**config.mk**
```make
export PLATFORM = sky130hd
export DESIGN_NAME = lhf_vote
export DESIGN_NICKNAME = d
export VERILOG_FILES = /design/src/rtl/lhf_pkg.sv /design/src/rtl/lhf_vote.sv
export SDC_FILE = /design/constraint.sdc
export NUM_CORES = 2
export LEC_CHECK = 0
export ABC_AREA = 1
export BUFFER_PORTS_ARGS = -buffer_cell sky130_fd_sc_hd__buf_2
export CAP_MARGIN = 20
export CORE_MARGIN = 5
export CORE_UTILIZATION = 58
export CTS_CLUSTER_DIAMETER = 40
export DETAILED_ROUTE_END_ITERATION = 8
export GPL_ROUTABILITY_DRIVEN = 0
export HOLD_SLACK_MARGIN = 0.05
export PLACE_DENSITY = 0.79
export SETUP_SLACK_MARGIN = 0.02
export SYNTH_ARGS = -nofsm -noshare
export SYNTH_HDL_FRONTEND = slang
export SYNTH_SLANG_ARGS = --single-unit
```
**constraint.sdc**
```tcl
create_clock -name clk -period 14.32 [get_ports clk]
set_input_delay 2.148 -clock clk [delete_from_list [all_inputs] [get_ports clk]]
set_output_delay 2.148 -clock clk [all_outputs]
set_load 0.01 [all_outputs]
```
**src/rtl/lhf_pkg.sv**
```systemverilog
// ----------------------------------------------------------------------------
// lhf_pkg
// Shared constants, types and codes for the label hole filler.
// ----------------------------------------------------------------------------
package lhf_pkg;

  localparam int MAX_COLS = 1024;
  localparam int MAX_ROWS = 1024;

  localparam int COL_W  = $clog2(MAX_COLS);
  localparam int ROW_W  = $clog2(MAX_ROWS);
  localparam int IROW_W = $clog2(MAX_ROWS + 2);
  localparam int CDIM_W = $clog2(MAX_COLS + 1);
  localparam int RDIM_W = $clog2(MAX_ROWS + 1);

  localparam int CFG_W     = 11;
  localparam int CFG_IDX_W = 2;
  localparam logic [CFG_IDX_W-1:0] CFG_FRAME_COLS = 2'd0;
  localparam logic [CFG_IDX_W-1:0] CFG_FRAME_ROWS = 2'd1;

  localparam logic CMD_PIXEL = 1'b0;
  localparam logic CMD_DRAIN = 1'b1;

  localparam int NBR     = 8;
  localparam int SCORE_W = 10;
  localparam logic [SCORE_W-1:0] SCORE_BASE = 10'd256;

  typedef struct packed {
    logic [7:0] label;
    logic [7:0] luma;
  } pix_t;

  typedef pix_t [8:0] win_t;

  typedef struct packed {
    logic valid;
    logic border;
    logic last;
  } ctl_t;

  typedef struct packed {
    logic       valid;
    logic       last;
    logic [7:0] label;
  } res_t;

  // Window position of each neighbour, top-left first.
  localparam int NB_IDX [NBR] = '{0, 1, 2, 3, 5, 6, 7, 8};

endpackage

```
**src/rtl/lhf_vote.sv**
```systemverilog
// ----------------------------------------------------------------------------
// lhf_vote
// Neighbour vote: label matching, group scoring, best pick.
// ----------------------------------------------------------------------------
module lhf_vote
  import lhf_pkg::*;
(
  input  logic clk,
  input  logic rst_n,
  input  logic adv,
  input  ctl_t ctl_in,
  input  win_t win,
  output res_t res
);

  ctl_t                  s3_ctl_r, s4_ctl_r;
  logic [7:0]            s3_centre_r, s4_centre_r;
  logic [NBR-1:0][7:0]   s3_lab_r, s4_lab_r;
  logic [NBR-1:0][7:0]   s3_diff_r;
  logic [NBR-1:0][NBR-1:0] s3_eq_r;
  logic [NBR-1:0][SCORE_W-1:0] s4_score_r;

  logic [NBR-1:0][7:0]   lab_nxt, diff_nxt;
  logic [NBR-1:0][NBR-1:0] eq_nxt;
  logic [NBR-1:0][SCORE_W-1:0] score_nxt;

  always_comb begin
    logic [7:0] y0, y;
    y0 = win[4].luma;
    for (int k = 0; k < NBR; k++) begin
      y = win[NB_IDX[k]].luma;
      lab_nxt[k] = win[NB_IDX[k]].label;
      diff_nxt[k] = (y > y0) ? (y - y0) : (y0 - y);
    end
    for (int k = 0; k < NBR; k++) begin
      for (int j = 0; j < NBR; j++) begin
        eq_nxt[k][j] = (lab_nxt[k] == lab_nxt[j]);
      end
    end
  end

  always_comb begin
    logic [7:0] dmin;
    logic [3:0] cnt;
    for (int k = 0; k < NBR; k++) begin
      dmin = 8'hFF;
      for (int j = 0; j < NBR; j++) begin
        if (s3_eq_r[k][j] && (s3_diff_r[j] < dmin)) begin
          dmin = s3_diff_r[j];
        end
      end
      cnt = 4'($countones(s3_eq_r[k]));
      score_nxt[k] = {1'b0, cnt, 5'b0} + SCORE_BASE - {2'b0, dmin};
    end
  end

  always_comb begin
    logic [SCORE_W-1:0] best_score;
    logic [7:0]         best_lab;
    best_score = s4_score_r[0];
    best_lab   = s4_lab_r[0];
    for (int k = 1; k < NBR; k++) begin
      if (s4_score_r[k] > best_score) begin
        best_score = s4_score_r[k];
        best_lab   = s4_lab_r[k];
      end
    end
    res.valid = s4_ctl_r.valid;
    res.last  = s4_ctl_r.last;
    if (s4_ctl_r.border || (s4_centre_r != 8'd0)) begin
      res.label = s4_centre_r;
    end else begin
      res.label = best_lab;
    end
  end

  always_ff @(posedge clk) begin
    if (!rst_n) begin
      s3_ctl_r <= '0;
      s4_ctl_r <= '0;
    end else if (adv) begin
      s3_ctl_r <= ctl_in;
      s4_ctl_r <= s3_ctl_r;
    end
  end

  always_ff @(posedge clk) begin
    if (adv) begin
      s3_centre_r <= win[4].label;
      s3_lab_r    <= lab_nxt;
      s3_diff_r   <= diff_nxt;
      s3_eq_r     <= eq_nxt;
      s4_centre_r <= s3_centre_r;
      s4_lab_r    <= s3_lab_r;
      s4_score_r  <= score_nxt;
    end
  end

endmodule
```
## Yosys cells after proc, flatten, opt, wreduce, memory -nomap -nowiden

Cells that the tools add are included.

- Add/sub/neg operators: 88
- $lt $le $gt $ge: 72
- Eq/ne operators: 56
- Multiplexer cells: 86
- Reductions and logical operators: 58

Operator list:

| operator | count |
|---|---|
| $mux W8 | 80 |
| $eq A8 B8 Y1 | 56 |
| $lt A8 B8 Y1 | 56 |
| $sub A8 B8 Y8 | 16 |
| $add A9 B9 Y10 const B | 8 |
| $sub A10 B8 Y10 | 8 |
| $gt A10 B10 Y1 | 7 |
| $gt A8 B8 Y1 | 8 |
| $mux W10 | 6 |
| $logic_and A1 B1 Y1 | 56 |
| $add A1 B1 Y2 | 24 |
| $add A2 B2 Y3 | 16 |
| $add A3 B3 Y4 | 8 |
| $add A1 B1 Y2 const A | 4 |
| $add A1 B1 Y2 const B | 4 |
| $lt A8 B8 Y1 const B | 1 |
| $reduce_bool A8 Y1 | 1 |
| $logic_or A1 B1 Y1 | 1 |

- Flip-flop bits (word level): 350
- Bits of input ports: 150
- Output and inout port bits: 10
- Logic and storage cells: 408

## Logic depth before layout (Yosys ltp)

- Depth after elaboration: 24
- Gate-level depth with buffers: 84
- Depth with buffers taken out: 77

## Worst setup path before layout

OpenSTA, ideal clock, no wires.

- Path type: reg-to-reg
- Start point: register s3_diff_r[1] (netlist bit)
- End point: register s4_score_r[29] (netlist bit) (data pin)
- Setup time: 0.260 ns
- Arrival: 13.358 ns
- Required time: 14.060 ns
- Setup slack: 0.702 ns
- Cell stages (with the launch flop): 63
- Buffers on the path: 8
- Clock period less this slack: 13.618 ns
- Cell sequence: edfxtp_1 > buf_6 > nand2_2 > nor2_4 > nand2_8 > nand2_4 > nor2_1 > ha_1 > a21oi_1 > nor2_1 > nor2_1 > nand2_4 > buf_2 > o21ai_0 > ha_1 > a21oi_1 > nor2_1 > a211oi_1 > [... 27 more ...] > a2111oi_0 > nand2_2 > buf_4 > o21ai_0 > ha_1 > a21oi_1 > nor2_1 > a2111oi_0 > nand2_2 > buf_4 > nand2_1 > o21ai_0 > ha_1 > ha_1 > nand2_1 > inv_1 > a221oi_1 > nand2_1

RTL lines:

| element | RTL line | text |
|---|---|---|
| start, declared | lhf_vote.sv:19 | `logic [NBR-1:0][7:0] s3_diff_r;` |
| start signal, assigned | lhf_vote.sv:91 | `s3_diff_r <= diff_nxt;` |
| end signal, assigned | lhf_vote.sv:95 | `s4_score_r <= score_nxt;` |
| end, declared | lhf_vote.sv:21 | `logic [NBR-1:0][SCORE_W-1:0] s4_score_r;` |

==> flow_metrics.tcl <==
set metrics [dict create \
    post_dp_cell_area_um2 39900 \
    yosys_warnings 0 \
    drive_above_1_share_pct 9.69 \
    status "completed" \
    syn2layout_area_growth_pct 8.51 \
    path_buf_inv 6 \
    avgSynthCellArea_um2 7.46 \
    first_iter_violations 3864 \
    dp_slack_ns -0.211 \
    die_w_um 268 \
    firstDrtPassIters 8 \
    viasPerCell 5.92 \
    clkTransAtPathRegs_ns 0.06 \
    fillers 5760 \
    hp-start "s3_lab_r[24]$_DFFE_PP_" \
    port_buffers 159 \
    syn_area_um2 38600 \
    post-route-worst-setup-slack_ns 0.620 \
    ys_seq_elements 322 \
    busiest_layer "met2" \
    final_nets 6043 \
    num_rows 94 \
    overflow 0 \
    met3_usage_pct 5.37 \
    arrival_ns 11.55 \
    grt_max_degree 156 \
    grt_pass1_vias 33600 \
    finish.utilization_pct 63.5 \
    drt_wl_total_mm 115 \
    cp_max_fo 14 \
    drc_errors 0 \
    cp-start-kind "flip-flop" \
    grt_pass1_wl_mm 179 \
    htree_levels 2 \
    wl_per_cell_um 18.7 \
    hold_path.class "flip-flop to flip-flop" \
    clk_latency_ns 0.62 \
    multi_input_area_um2 26400 \
    track_usage_pct 30.8 \
    synth_area_leader_cell "edfxtp_1" \
    worstSetupPathType "flip-flop to output pin" \
    ys_async_sr_fraction_pct 0 \
    synth_edf_count 316 \
    grt.met1_usage_pct 40.8 \
    syn-num-nets 5945 \
    start_util_pct 58.5 \
    rr_startpoint "s3_diff_r[5]$_DFFE_PP_" \
    seq_area_um2 9610 \
    io_pins 160 \
    endpoint_kind "output pin" \
    setup_viol 0 \
    drv_cap 0 \
    coreArea_um2 65900 \
    finClkSkew_ns 0.0413 \
    clk_path_buf_depth 3 \
    synthTopCellsByArea "edfxtp_1, ha_1, nand2_1, nand3_1, o21ai_0" \
    crit_path_max_incr_delay_ns 0.42 \
    worst_pin_slew_ns 0.963 \
    cts_buffers 47 \
    fin_crit_ns 13.70 \
    grt_setup_unrepaired "yes" \
    root_buffer "clkbuf_16" \
    drtAntennaViolNets 0 \
    vias 36500 \
    ys_seq_area_share_pct 24.9 \
    synth.top_cell.area_share_pct 24.6 \
    cts_tree "built" \
    die_area_um2 71700 \
    crit_family "compound AO/OA/AOI/OAI gates" \
    yosysUniqueCellTypes 58 \
    cts_num_sinks 322 \
    crit_required_ns 12.17 \
    fmax_mhz 73.0 \
    slew_viol_final 0 \
    gr-usage-met2_pct 49.7 \
    synthCells 5172 \
    fin_crit_sh_pct 95.7 \
    cp_common_cell "nand2_1" \
    place_hpwl_mm 89.4 \
    max-slew-margin-rel_pct 35.8 \
    antenna_found_initial 5 \
    die_h_um 268 \
    crit_slowest_cell "edfxtp_1" \
    crit_start "s4_score_r[18]$_DFFE_PP_" \
    finalHoldViolations 0 \
    final_area_um2 41800 \
    synthFlopType "edfxtp_1" \
]
[cell usage in the layout (no fill, tap or decap), drive strengths merged, types with 39 or more instances in the layout]
master	count
clkbuf	51
ha	583
fa	40
xor2	77
o21bai	48
xnor2	217
nand2	1546
buf	227
a21oi	172
mux2i	39
nand3	419
inv	485
edfxtp	316
nor2	335
o21ai	429
nand4	88
[worst paths after layout]
check	endpoint	slack (ns)	cells after the start
worst max-delay path	res[6]	0.62	59
worst min-delay path	s4_lab_r[24]$_DFFE_PP_	0.38	0
worst max register to register	s4_score_r[59]$_DFFE_PP_	0.88	56
worst min register to register	s4_lab_r[24]$_DFFE_PP_	0.38	0
[registers in the layout (all words and copies together), names as in the netlist, 2 cells and up]
name and cells:
s4_centre_r 8, s3_diff_r 64, s3_centre_r 8, res 2, s3_ctl_r 3, s3_lab_r 64
s4_score_r 80, s4_lab_r 64, s3_eq_r 28
[cells in the mapped netlist (8+ instances only)]
library cell / instances
a2111oi_0: 34
a211oi_1: 21
a21oi_1: 172
a221oi_1: 14
a31oi_1: 27
buf_1: 13
buf_2: 29
buf_4: 29
buf_6: 9
clkbuf_1: 99
edfxtp_1: 316
fa_1: 40
ha_1: 583
inv_1: 466
inv_2: 11
mux2i_1: 39
nand2_1: 1403
nand2_2: 107
nand2_4: 30
nand3_1: 416
nand4_1: 87
nor2_1: 324
nor3_1: 11
nor4_1: 9
o211ai_1: 20
o21a_1: 11
o21ai_0: 411
o21ai_1: 16
o21bai_1: 48
o221ai_1: 8
xnor2_1: 217
xor2_1: 77
[final cells by class]
| type | count | area share, % |
|---|---|---|
| repair buffers | 230 | 3.20 |
| inverters | 479 | 4.30 |
| clock inverters | 35 | 0.936 |
| well taps | 864 | 2.58 |
| diodes | 1 | 0.00598 |
| clock buffers | 48 | 2.82 |
| multi-input cells | 4190 | 63.2 |
| flip-flops and latches | 322 | 23.0 |
[through the flow]
stage                     TNS, ns  std cells  hold WS, ns
after floorplan                 0       5172        0.400
after global placement          0       6057        0.400
after detailed placement    -1.30       6058        0.405
after CTS                       0       6143        0.372
after global routing        -1.07       6168        0.386
final                           0       6169        0.378
[metal layers]
metal	up-vias	wire (um)
met1	16600	47700
met4	10	5550
met2	1763	52000
li1	17800	-
met5	-	63
met3	379	10000
[cells by family after synthesis]
family | share of synthesized area (%)
xor gates and xnor gates | 6.68
adders and majority gates | 21.0
buffers and inverters | 7.17
AOI/OAI and AO/OA | 12.1
and+or+nand+nor | 27.2
DFF | 24.9
muxes | 1.01
[what timing repair did]
action                     4_1_cts  5_1_grt
pin swaps                        2       13
cloned                           2        6
setup endpoints to repair        8       47
hold buffers                     0        0
gates resized for setup         14       65
setup buffers                    0       16
Power is not shown: default switching activity piles up to over one toggle a cycle in this logic, so the estimate is an artifact.
